<file path="config.mk">
export PLATFORM = sky130hd
export DESIGN_NAME = four_channel_dma_engine
export DESIGN_NICKNAME = d
export VERILOG_FILES = /design/src/hw/rtl/dma4_pkg.sv /design/src/hw/rtl/dma4_core.sv /design/src/hw/rtl/dma4_out_reg.sv /design/src/hw/rtl/four_channel_dma_engine.sv
export SDC_FILE = /design/constraint.sdc
export NUM_CORES = 1
export LEC_CHECK = 0
export BUFFER_PORTS_ARGS = -buffer_cell sky130_fd_sc_hd__buf_2
export CELL_PAD_IN_SITES_DETAIL_PLACEMENT = 0
export CELL_PAD_IN_SITES_GLOBAL_PLACEMENT = 1
export CORE_UTILIZATION = 56
export CTS_CLUSTER_DIAMETER = 150
export CTS_CLUSTER_SIZE = 14
export DETAILED_ROUTE_END_ITERATION = 16
export PLACE_DENSITY_LB_ADDON = 0.1
export SETUP_SLACK_MARGIN = 0.2
export SYNTH_ARGS = -nofsm -noshare
export SYNTH_HDL_FRONTEND = slang
export SYNTH_HIERARCHICAL = 1
export SYNTH_SLANG_ARGS = --single-unit
export TNS_END_PERCENT = 50
</file>
<file path="constraint.sdc">
create_clock -name clk -period 10 [get_ports clk]
set_input_delay 1 -clock clk [delete_from_list [all_inputs] [get_ports clk]]
set_output_delay 1 -clock clk [all_outputs]
set_load 0.005 [all_outputs]
</file>
<file path="src/hw/rtl/dma4_pkg.sv">
`default_nettype none

package dma4_pkg;

  // Build constants
  localparam int NUM_CHANNELS = 4;   // 1 to 4
  localparam int ADDR_BITS    = 32;  // 16 to 32
  localparam int CH_IDX_BITS  = (NUM_CHANNELS > 1) ? $clog2(NUM_CHANNELS) : 1;
  localparam int EN_VEC_W     = 8;   // width of the enable vector
  localparam int WIDE_CHANNEL = 3;   // channel with the 16-bit count

  // Control word bit positions
  localparam int DMODE_LSB = 21;
  localparam int SMODE_LSB = 23;
  localparam int REPEAT_BIT = 25;
  localparam int WORD_BIT   = 26;
  localparam int START_LSB  = 28;
  localparam int ENABLE_BIT = 31;

  // Address step modes
  localparam logic [1:0] MODE_INC    = 2'd0;
  localparam logic [1:0] MODE_DEC    = 2'd1;
  localparam logic [1:0] MODE_FIXED  = 2'd2;
  localparam logic [1:0] MODE_RELOAD = 2'd3;

  localparam logic [1:0] START_NOW = 2'd0;

  typedef logic [CH_IDX_BITS-1:0] ch_idx_t;
  typedef logic [ADDR_BITS-1:0]   addr_t;
  typedef logic [16:0]            count_t;

  typedef enum logic [2:0] {
    CMD_SRC   = 3'd0,
    CMD_DST   = 3'd1,
    CMD_CTRL  = 3'd2,
    CMD_EVENT = 3'd3,
    CMD_TICK  = 3'd4
  } cmd_t;

  typedef struct packed {
    cmd_t        cmd;
    logic [1:0]  channel;
    logic [31:0] wdata;
    logic [1:0]  timing;
  } item_t;

  typedef struct packed {
    logic [1:0]  xfer_channel;
    logic [31:0] src_addr;
    logic [31:0] dst_addr;
    logic        word_size;
    logic        last_unit;
    logic [3:0]  enabled_mask;
  } result_t;

  // Block length from a control word; zero count means the full range.
  function automatic count_t block_units(input logic [31:0] cw, input logic wide);
    count_t n;
    if (wide) begin
      n = {1'b0, cw[15:0]};
      if (cw[15:0] == 16'd0) n = 17'h10000;
    end else begin
      n = {3'b000, cw[13:0]};
      if (cw[13:0] == 14'd0) n = 17'h04000;
    end
    return n;
  endfunction

  function automatic addr_t step_addr(input addr_t a, input logic [1:0] mode,
                                      input logic word);
    addr_t unit;
    addr_t r;
    unit = word ? addr_t'(4) : addr_t'(2);
    case (mode)
      MODE_FIXED: r = a;
      MODE_DEC:   r = a - unit;
      default:    r = a + unit;
    endcase
    return r;
  endfunction

endpackage

`default_nettype wire

</file>
<file path="src/hw/rtl/dma4_core.sv">
`default_nettype none

module dma4_core (
  input  wire logic             clk,
  input  wire logic             rst,
  input  wire logic             fire,
  input  wire dma4_pkg::item_t  item,
  output logic                  res_valid,
  output dma4_pkg::result_t     res
);

  dma4_pkg::addr_t  src_setting  [dma4_pkg::NUM_CHANNELS];
  dma4_pkg::addr_t  dst_setting  [dma4_pkg::NUM_CHANNELS];
  logic [31:0]      control_word [dma4_pkg::NUM_CHANNELS];
  dma4_pkg::addr_t  src_work     [dma4_pkg::NUM_CHANNELS];
  dma4_pkg::addr_t  dst_work     [dma4_pkg::NUM_CHANNELS];
  dma4_pkg::count_t units_left   [dma4_pkg::NUM_CHANNELS];
  logic [dma4_pkg::NUM_CHANNELS-1:0] pending_mask;

  dma4_pkg::ch_idx_t wr_idx;
  logic              wr_ok;
  logic              wr_wide;
  logic              was_on;

  dma4_pkg::ch_idx_t sel;
  logic              found;
  logic              sel_wide;
  logic [31:0]       cw_sel;
  logic [1:0]        smode;
  logic [1:0]        dmode;
  logic              word;
  logic              last;
  logic              rearm;
  logic              is_tick;
  dma4_pkg::addr_t   src_step;
  dma4_pkg::addr_t   dst_step;
  logic [dma4_pkg::EN_VEC_W-1:0] en_after;

  assign wr_idx  = dma4_pkg::ch_idx_t'(item.channel);
  assign wr_ok   = 32'(item.channel) < 32'(dma4_pkg::NUM_CHANNELS);
  assign wr_wide = item.channel == 2'(dma4_pkg::WIDE_CHANNEL);
  assign was_on  = control_word[wr_idx][dma4_pkg::ENABLE_BIT];

  // Lowest pending channel wins.
  always_comb begin
    found    = 1'b0;
    sel      = '0;
    sel_wide = 1'b0;
    for (int i = 0; i < dma4_pkg::NUM_CHANNELS; i++) begin
      if (!found && pending_mask[i]) begin
        found    = 1'b1;
        sel      = dma4_pkg::ch_idx_t'(i);
        sel_wide = (i == dma4_pkg::WIDE_CHANNEL);
      end
    end
  end

  assign is_tick  = item.cmd == dma4_pkg::CMD_TICK;
  assign cw_sel   = control_word[sel];
  assign smode    = cw_sel[dma4_pkg::SMODE_LSB +: 2];
  assign dmode    = cw_sel[dma4_pkg::DMODE_LSB +: 2];
  assign word     = cw_sel[dma4_pkg::WORD_BIT];
  assign last     = units_left[sel] <= 17'd1;
  assign rearm    = cw_sel[dma4_pkg::REPEAT_BIT] &&
                    (cw_sel[dma4_pkg::START_LSB +: 2] != dma4_pkg::START_NOW);
  assign src_step = dma4_pkg::step_addr(src_work[sel], smode, word);
  assign dst_step = dma4_pkg::step_addr(dst_work[sel], dmode, word);

  // Enable bits as they stand after this tick.
  always_comb begin
    en_after = '0;
    for (int i = 0; i < dma4_pkg::NUM_CHANNELS; i++) begin
      en_after[i] = control_word[i][dma4_pkg::ENABLE_BIT];
    end
    if (found && last && !rearm) en_after[sel] = 1'b0;
  end

  assign res_valid        = is_tick && found;
  assign res.xfer_channel = 2'(sel);
  assign res.src_addr     = 32'(src_work[sel]);
  assign res.dst_addr     = 32'(dst_work[sel]);
  assign res.word_size    = word;
  assign res.last_unit    = last;
  assign res.enabled_mask = en_after[3:0];

  always_ff @(posedge clk) begin
    if (rst) begin
      for (int i = 0; i < dma4_pkg::NUM_CHANNELS; i++) begin
        src_setting[i]  <= '0;
        dst_setting[i]  <= '0;
        control_word[i] <= '0;
        src_work[i]     <= '0;
        dst_work[i]     <= '0;
        units_left[i]   <= '0;
      end
      pending_mask <= '0;
    end else if (fire) begin
      case (item.cmd)
        dma4_pkg::CMD_SRC: begin
          if (wr_ok) src_setting[wr_idx] <= dma4_pkg::addr_t'(item.wdata);
        end
        dma4_pkg::CMD_DST: begin
          if (wr_ok) dst_setting[wr_idx] <= dma4_pkg::addr_t'(item.wdata);
        end
        dma4_pkg::CMD_CTRL: begin
          if (wr_ok) begin
            control_word[wr_idx] <= item.wdata;
            if (!item.wdata[dma4_pkg::ENABLE_BIT]) begin
              pending_mask[wr_idx] <= 1'b0;
            end else if (!was_on) begin
              src_work[wr_idx]   <= src_setting[wr_idx];
              dst_work[wr_idx]   <= dst_setting[wr_idx];
              units_left[wr_idx] <= dma4_pkg::block_units(item.wdata, wr_wide);
              if (item.wdata[dma4_pkg::START_LSB +: 2] == dma4_pkg::START_NOW) begin
                pending_mask[wr_idx] <= 1'b1;
              end
            end
          end
        end
        dma4_pkg::CMD_EVENT: begin
          if (item.timing != dma4_pkg::START_NOW) begin
            for (int i = 0; i < dma4_pkg::NUM_CHANNELS; i++) begin
              if (control_word[i][dma4_pkg::ENABLE_BIT] &&
                  control_word[i][dma4_pkg::START_LSB +: 2] == item.timing) begin
                pending_mask[i] <= 1'b1;
              end
            end
          end
        end
        dma4_pkg::CMD_TICK: begin
          if (found) begin
            src_work[sel] <= src_step;
            // Reload the destination at block end of a repeating reload channel.
            if (last && rearm && dmode == dma4_pkg::MODE_RELOAD) begin
              dst_work[sel] <= dst_setting[sel];
            end else begin
              dst_work[sel] <= dst_step;
            end
            if (last) begin
              pending_mask[sel] <= 1'b0;
              if (rearm) begin
                units_left[sel] <= dma4_pkg::block_units(cw_sel, sel_wide);
              end else begin
                units_left[sel] <= '0;
                control_word[sel][dma4_pkg::ENABLE_BIT] <= 1'b0;
              end
            end else begin
              units_left[sel] <= units_left[sel] - 17'd1;
            end
          end
        end
        default: ;
      endcase
    end
  end

endmodule

`default_nettype wire

</file>
<file path="src/hw/rtl/dma4_out_reg.sv">
`default_nettype none

module dma4_out_reg (
  input  wire logic              clk,
  input  wire logic              rst,
  input  wire logic              load,
  input  wire dma4_pkg::result_t res,
  input  wire logic              stall,
  output logic                   valid,
  output dma4_pkg::result_t      res_q,
  output logic                   free
);

  logic valid_next;

  assign free       = !valid || !stall;
  assign valid_next = load || (valid && stall);

  always_ff @(posedge clk) begin
    if (rst) begin
      valid <= 1'b0;
    end else begin
      valid <= valid_next;
    end
  end

  // Payload holds while stalled; load only when the slot is free.
  always_ff @(posedge clk) begin
    if (load) res_q <= res;
  end

endmodule

`default_nettype wire

</file>
<file path="src/hw/rtl/four_channel_dma_engine.sv">
// Path: a taken tick is held in the input register, executes in the core once the result slot is free,
// and its transfer is then offered from the result register.
// Throughput: one word per cycle unless a stalled result blocks it; each tick or write is one word.
// The only back-pressure is the result register: input stalls while a result waits and is stalled.
// Reset (rst, synchronous, active high) clears all channel registers, counts and pending requests,
// and empties both the input and the result register.
`default_nettype none

module four_channel_dma_engine (
  input  wire logic        clk,
  input  wire logic        rst,
  // command channel
  input  wire logic        in_valid,
  output logic             in_stall,
  input  wire logic [2:0]  cmd,
  input  wire logic [1:0]  channel,
  input  wire logic [31:0] wdata,
  input  wire logic [1:0]  timing,
  // transfer channel
  output logic             out_valid,
  input  wire logic        out_stall,
  output logic [1:0]       xfer_channel,
  output logic [31:0]      src_addr,
  output logic [31:0]      dst_addr,
  output logic             word_size,
  output logic             last_unit,
  output logic [3:0]       enabled_mask
);

  logic              item_valid;
  dma4_pkg::item_t   item;
  logic              out_free;
  logic              fire;
  logic              res_valid;
  dma4_pkg::result_t res;
  dma4_pkg::result_t res_q;

  // The held word executes as soon as the result slot can take whatever it makes.
  // Commands that make no result still wait for the slot; this keeps state updates
  // strictly in order with the transfers they follow.
  assign fire     = item_valid && out_free;
  assign in_stall = item_valid && !out_free;

  // Input register: load a new word whenever the held one executes or none is held.
  always_ff @(posedge clk) begin
    if (rst) begin
      item_valid <= 1'b0;
    end else if (!in_stall) begin
      item_valid <= in_valid;
    end
  end

  always_ff @(posedge clk) begin
    if (in_valid && !in_stall) begin
      item.cmd     <= dma4_pkg::cmd_t'(cmd);
      item.channel <= channel;
      item.wdata   <= wdata;
      item.timing  <= timing;
    end
  end

  // Channel registers, priority pick and address step.
  dma4_core u_core (
    .clk       (clk),
    .rst       (rst),
    .fire      (fire),
    .item      (item),
    .res_valid (res_valid),
    .res       (res)
  );

  // Result register: advance on a served tick, hold while stalled.
  dma4_out_reg u_out (
    .clk   (clk),
    .rst   (rst),
    .load  (fire && res_valid),
    .res   (res),
    .stall (out_stall),
    .valid (out_valid),
    .res_q (res_q),
    .free  (out_free)
  );

  assign xfer_channel = res_q.xfer_channel;
  assign src_addr     = res_q.src_addr;
  assign dst_addr     = res_q.dst_addr;
  assign word_size    = res_q.word_size;
  assign last_unit    = res_q.last_unit;
  assign enabled_mask = res_q.enabled_mask;

endmodule

`default_nettype wire

</file>
Word level (Yosys, flattened, before mapping)
Memory sizes are Yosys's and may differ from the RTL's. A register that Yosys moved wholly into a read port is not among the register bits. Cells that the tools add are included.

Add/sub/neg operators: 5. $mul: 0. Divide/modulo/power cells: 0. Magnitude comparators: 6. Equal/unequal tests: 23. Shift-type cells: 0. Mux-type cells: 139. Bitwise gates (word level): 10. Reductions and logical operators: 54.

Operators with widths (number): $mux 17 (19); $mux 32 (9); $reduce_or 32->1 (8); $pmux 32 s2 (2); $mux 1 (79); $add 32x32->32 (2); $sub 32x32->32 (2); $reduce_or 17->1 (2); $logic_not 16->1 (2); $mux 2 (16); $reduce_and 8->1 (4); $mux 15 (2); $logic_not 14->1 (2); $mux 4 (7); $logic_and 1x1->1 (21); $le 17x1->1 const B (1); $sub 17x1->17 const B (1); $ne 2x1->1 const B (7); $and 4x4->4 (3); $not 4->4 (3); $pmux 4 s3 (1); $eq 2x2->1 (4); $eq 2x2->1 const B (4); $logic_not 1->1 (8); 18 further kinds (28).

Flip-flop bits (word level): 117. Latch bits: 0. RAM bits: 708. ROM bits: 0. Output and inout port bits: 74. Word-level logic and storage cells: 259. Memories kept: 6.

Memories: u_core.control_word (words 4, bits a word 32, rd ports 6, clocked after memory_dff 1, write ports 4, RTL line dma4_core.sv:14) `logic [31:0] control_word [dma4_pkg::NUM_CHANNELS];`; u_core.dst_setting (words 4, bits a word 32, rd ports 2, clocked after memory_dff 1, write ports 4, RTL line dma4_core.sv:13) `dma4_pkg::addr_t dst_setting [dma4_pkg::NUM_CHANNELS];`; u_core.dst_work (words 4, bits a word 32, rd ports 1, clocked after memory_dff 0, write ports 4, RTL line dma4_core.sv:16) `dma4_pkg::addr_t dst_work [dma4_pkg::NUM_CHANNELS];`; u_core.src_setting (words 4, bits a word 32, rd ports 1, clocked after memory_dff 1, write ports 4, RTL line dma4_core.sv:12) `dma4_pkg::addr_t src_setting [dma4_pkg::NUM_CHANNELS];`; u_core.src_work (words 4, bits a word 32, rd ports 1, clocked after memory_dff 0, write ports 4, RTL line dma4_core.sv:15) `dma4_pkg::addr_t src_work [dma4_pkg::NUM_CHANNELS];`; u_core.units_left (words 4, bits a word 17, rd ports 1, clocked after memory_dff 0, write ports 4, RTL line dma4_core.sv:17) `dma4_pkg::count_t units_left [dma4_pkg::NUM_CHANNELS];`.

Longest topological paths before layout
Gate-level depths: netlist of the first run. An unclocked memory read counts as a cell.

Word-level depth: 24. Mapped depth: 19.

Hierarchy
The synthesis of the first run kept the hierarchy.

By module, submodules not included: dma4_core (times used 1, cells an instance 3133, area each 35741.8 µm²); dma4_out_reg (times used 1, cells an instance 76, area each 2194.6 µm²); four_channel_dma_engine (times used 1, cells an instance 45, area each 1233.7 µm²).

Worst setup path after synthesis of the first run
OpenSTA, ideal clock, no wires.

Path kind: reg-to-reg. Start point: register (tool-made name). End point: memory u_core/src_work[0][30] (netlist bit) (data pin). Arrival: 4.860 ns. Setup slack: 4.869 ns. Stages on the path, launching flop included: 17. Path buffers: 2. Cells stage by stage: dfxtp_1 > buf_4 > and2b_4 > buf_6 > a22o_1 > a221o_1 > nor2_1 > ha_1 > o211ai_1 > a21oi_1 > o2111ai_1 > a21boi_1 > a2111oi_0 > o31ai_1 > a21o_1 > a311oi_1 > nor2_1.

RTL lines (RTL line): to (decl) (dma4_core.sv:15).

==> metrics.yaml, run 1 <==
cts.sinks: 794
combPwrFrac_pct: 10.1
status: "finished, final reports clean"
finalClockSkew_ns: 0.0233
core_area_sq_mm: 0.0689
htree_levels: 3
ys_types: 95
layout_min_cycle_time_ns: 6.40
timing.hold.ws_ns: 0.552
slew_violations: 0
drc: 0
grt_start_max_net_pins: 104
vias: 27932
io_pins: 117
timing.fmax_mhz: 156
critPathCaptureType: "flop"
fin_setup_tns_ns: 0
syn_avg_cell_area_sq_um: 12.0
overflow: 0
synth_area_sq_mm: 0.0392
worstMarginPinSlew_ns: 1.23
dp_cells: 4120
wirelength_microns: 117000
final_nets: 3364
hold_path_class: "reg -> reg"
path_clk_slew_ns: 0.07
syn_inst: 3254
arrival_ns: 6.74
max-cap-violations: 0
ant_nets: 0
period_share_pct: 64.0
leakagePower_uw: 0.0162
final_hold_viol_count: 0
numCtsBuffers: 66
cp_data_required_time_ns: 10.34
grt_pass1_vias: 26689
crit_type: "reg -> reg"
synth-edff-count: 788
relSlewSlack_pct: 17.4
pwr-share-seq_pct: 55.2
post_drt_wl_per_cell_microns: 28.0
powerDensity_mw_per_mm2: 164
postCtsSetupBuffers: 0
clock_path_buffers: 3
synth_area_leaders: "edfxtp_1 60%, mux4_2 4.5%, nor2_1 4.2%"
synth-main-ff-cell: "edfxtp_1"
start_util_pct: 56.8
power_switching_uw: 1710
cts_resized: 0
num_rows: 96
die_w_microns: 266
startpoint_type: "flop"
die_y_microns: 266
antenna_found_initial: 4
routabilityCongestion: 0.889
numPortBuffers: 116
setup_violations: 0
rsz0062_at_grt: "false"
syn_nets: 3361
cts_tree: "built"
clk_latency_ns: 0.62
postCtsHoldBufs: 0
async_flop_share_pct: 0
synth_top_cell_by_area: "edfxtp_1"
yosysWarnings: 6
grt_pass1_wl_microns: 173000
seq_area_frac_synth_pct: 60.7
fin_cells: 4199
switching_share_pct: 24.6
viasPerCell: 6.65
yosysTopAreaCellShare_pct: 60.4
design_area_sq_mm: 0.0424
dr.first_iter.drc_count: 3676
cts-root-buf: "clkbuf_16"
path_max_fanout: 50
p_int_uw: 5250
peakVddDrop_v: 0.000143
placed_area_sq_mm: 0.0405
dp_hpwl_microns: 73700
track_usage_pct: 33.0
drive_gt1_share_pct: 11.9
die_area_sq_mm: 0.0710
area_growth_pct: 8.18
clkPwrFrac_pct: 34.8
first_pass_iters: 6
synth-seq-cells: 794
[cells in the mapped netlist, types with 25 or more instances]
master,count
inv_1,157
mux4_2,79
nor2_1,435
buf_1,35
xnor2_1,38
edfxtp_1,788
nand2b_1,29
o21ai_0,99
ha_1,64
o211ai_1,25
a221o_1,78
nor3_1,45
a22oi_1,41
clkbuf_1,170
nand3_1,26
a22o_1,71
and2_1,71
and3_1,140
a21oi_1,178
nand2_1,247
a221oi_1,28
a21o_1,34
[final timing paths]
| kind | startpoint | to | slack (ns) | cells past startpoint |
|---|---|---|---|---|
| hold / removal | u_out/valid | u_out/valid | 0.55 | 2 |
| hold reg to reg | u_out/valid | u_out/valid | 0.55 | 2 |
| setup / recovery | flop | u_core/src_work[1][30] | 3.60 | 17 |
| setup reg to reg | flop | u_core/src_work[1][30] | 3.60 | 17 |
[power by group through the flow]
stage | clock network, uW | logic (uW) | registers (uW)
floorplan | 0 | 467 | 3860
global placement | 0 | 684 | 3900
detailed placement | 0 | 687 | 3910
CTS | 2450 | 690 | 3840
global route | 2560 | 748 | 3850
finish | 2420 | 700 | 3840
[critical path, cell delays in order, from the launching register on]
cell,delay (ns)
dfxtp_2,0.31
buf_4,0.29
inv_1,0.44
and3_2,0.70
buf_4,0.71
a22o_1,0.24
a221o_1,0.19
inv_1,0.06
ha_1,0.21
nand2b_1,0.17
a21oi_1,0.21
o2111ai_1,0.18
a21boi_1,0.38
a2111oi_0,0.22
o31ai_1,0.90
a2111oi_0,0.26
a311oi_1,0.50
nor2_1,0.10
[routing by layer]
| layer | vias to the layer above | wire (microns) | GRT usage [%] | part of all wire, % |
|---|---|---|---|---|
| met4 | 2 | 3220 | 10.3 | 2.7 |
| met3 | 190 | 12000 | 5.68 | 10 |
| met1 | 13913 | 47300 | 46.8 | 40 |
| li1 | 12254 | - | - | - |
| met5 | - | 10 | 0 | 0.0085 |
| met2 | 1573 | 54900 | 52.2 | 47 |
[layout by cell type (no fill, tap or decap), types with 78 or more instances in the layout]
cell      count
mux4_2       79
o21ai_0      98
a221o_1      78
and3_1      137
nor2_1      429
buf_2       116
nand2_1     246
a21oi_1     176
edfxtp_1    788
inv_1       157
[cell type report]
class / instances / area (sq um)
antenna: 1 / 2.50
clock buffer: 73 / 1740
clock inverter: 5 / 91.3
fill: 5480 / 26600
inverter: 157 / 589
multi-input combinational: 2062 / 14000
sequential: 794 / 23800
tap: 931 / 1160
timing repair buffer: 176 / 1040
[flip-flops by register name, indices dropped and copies added (netlist names), named ones only]
name and flops:
u_core/dst_setting 128, u_core/dst_work 128, u_core/src_setting 128, u_core/src_work 128
u_core/control_word 97, u_out/res_q 72, u_core/units_left 68, item 39
item_valid 1, u_out/valid 1
[through the flow]
stage	power (uW)	utilization [%]	setup WS [ns]
2_1_floorplan	4330	-	4.87
3_3_place_gp	4590	58.8	3.89
3_5_place_dp	4600	58.8	3.76
4_1_cts	6980	61.5	3.73
5_1_grt	7150	61.5	3.04
6_report	6960	61.5	3.60
[kinds of logic (layout without fill, tap and decap cells)]
logic type	Yosys count	count (layout)	share of synthesized area, %
simple gates	1112	1112	13.5
flops	794	794	60.7
compound gates	740	740	13.6
buf+inv	398	411	4.07
mux	86	86	4.74
fa+ha+maj	64	64	2.04
xor+xnor	60	60	1.34
other cells	0	1	0
No activity file was read; power rests on OpenSTA's default activity.
==> inputs of run 2 (changes only) <==
CORE_UTILIZATION = 47   (was 56)
clock period = 5.3 ns   (was 10 ns; I/O delays follow)
==> run 2 against run 1 <==
Final area is 1.6% higher. Critical path depth is 1 lower. Clock skew barely moved. Flip-flop and latch count unchanged. Power up 90%. Clock power up 90%. Count of clock-buffer cells in the layout rose by 3. Via count up 0.31%. Largest power group unchanged.
==> metrics.yaml, run 2 (same netlist as run 1, synthesis figures left out) <==
startpoint_type: "flop"
dp_hpwl_microns: 83900
vias: 28018
cts-root-buf: "clkbuf_16"
arrival_ns: 5.18
regArea_sq_mm: 0.0238
rsz0062_at_grt: "true"
die_area_sq_mm: 0.0845
status: "finished, final reports clean"
hold_path_class: "in -> reg"
track_usage_pct: 30.0
start_util_pct: 47.6
relSlewSlack_pct: 23.6
switching_share_pct: 25.4
fin_cells: 4389
finalPower_uw: 13200
cts_tree: "built"
worstMarginPinSlew_ns: 1.14
dp_cells: 4301
clk_latency_ns: 0.64
ant_nets: 0
fin_setup_tns_ns: 0
pre_cts_ws_ns: 0.0912
final_hold_viol_count: 0
layout_commonest_cell: "edfxtp_1"
path_max_fanout: 30
htree_levels: 3
multi_input_area_sq_mm: 0.0140
final_nets: 3408
crit_type: "reg -> reg"
grt_pass1_wl_microns: 186000
drc: 0
clock_path_buffers: 3
peakVddDrop_v: 0.000264
max-cap-violations: 0
routabilityCongestion: 0.909
io_pins: 117
post_drt_wl_per_cell_microns: 29.3
path_clk_slew_ns: 0.07
clkPwrFrac_pct: 34.7
numCtsBuffers: 66
layout_min_cycle_time_ns: 4.83
final_cell_mix: "788 x edfxtp_1, 429 x nor2_1, 246 x nand2_1"
finalClockSkew_ns: 0.0230
fillerInstances: 7123
cp_data_required_time_ns: 5.65
timing.fmax_mhz: 207
wirelength_microns: 129000
critPathCaptureType: "flop"
pwr-share-seq_pct: 54.7
leakagePower_uw: 0.0165
dr.first_iter.drc_count: 3345
postCtsHoldBufs: 0
period_share_pct: 91.1
grt_pass1_vias: 26959
overflow: 0
combPwrFrac_pct: 10.6
antenna_found_initial: 10
area_growth_pct: 9.85
die_w_microns: 291
slew_violations: 0
first_pass_iters: 9
powerDensity_mw_per_mm2: 308
drive_gt1_share_pct: 13.4
setup_violations: 0
viasPerCell: 6.38
grt_start_max_net_pins: 89
p_int_uw: 9880
die_y_microns: 291
num_rows: 105
numPortBuffers: 116
cts.sinks: 794
power_switching_uw: 3360
core_area_sq_mm: 0.0822
setup_ws_ns: 0.470
==> run 2: cell type report <==
cell class	count	share of cell area, %
flip-flops and latches	794	55.3
well taps	1070	3.11
inverters	157	1.37
clock buffers	76	3.93
multi-input cells	2062	32.5
diodes	2	0.0116
clock inverters	8	0.340
repair buffers	220	3.42
==> run 2: metal layers <==
layer,vias up,track usage (%),share of wire (%)
li1,12339,-,-
met1,14187,43.4,43
met2,1317,47.4,46
met3,171,4.37,7.9
met4,4,8.03,2.7
met5,-,0,0.026
==> run 2: power by group through the flow <==
stage	clock network, uW	logic [uW]	registers (uW)
CTS	4670	1380	7240
floorplan	0	881	7290
global placement	0	1380	7360
detailed placement	0	1380	7380
finish	4600	1400	7240
global route	4880	1490	7250
==> run 2: through the flow <==
| step | utilization [%] | area [sq um] | hold slack (ns) |
|---|---|---|---|
| 2_1_floorplan | - | 39200 | 0.506 |
| 3_3_place_gp | 50.0 | 41100 | 0.494 |
| 3_5_place_dp | 50.0 | 41100 | 0.507 |
| 4_1_cts | 52.2 | 43000 | 0.0276 |
| 5_1_grt | 52.3 | 43000 | 0.0420 |
| 6_report | 52.3 | 43000 | 0.0622 |
==> run 2: timing repair <==
item	4_1_cts	5_1_grt
setup endpoints to repair	5	85
gates cloned	0	1
gates resized for setup	1	14
pin swaps	0	0
setup buffers	0	1
==> run 2: critical path: stages, from the launching register on <==
cell and delay, ns:
dfxtp_2 0.41, buf_4 0.32, a21oi_1 0.11, a211oi_1 0.41
a221o_1 0.34, inv_1 0.07, buf_4 0.26, ha_1 0.44
o21a_1 0.16, o211ai_1 0.07, and2_1 0.23, or4_1 0.53
o21ai_0 0.32, a31o_2 0.23, o311ai_2 0.18, o2bb2ai_1 0.37
nor2_1 0.09
==> run 2: path summary, 6_finish.rpt <==
path / end / start / slack [ns] / cells after the start
worst max-delay path: u_core/dst_work[2][26] / flop / 0.47 / 16
worst min-delay path: item[30] / wdata[28] / 0.06 / 1
worst max register to register: u_core/dst_work[2][26] / flop / 0.47 / 16
worst min register to register: u_out/valid / u_out/valid / 0.52 / 2
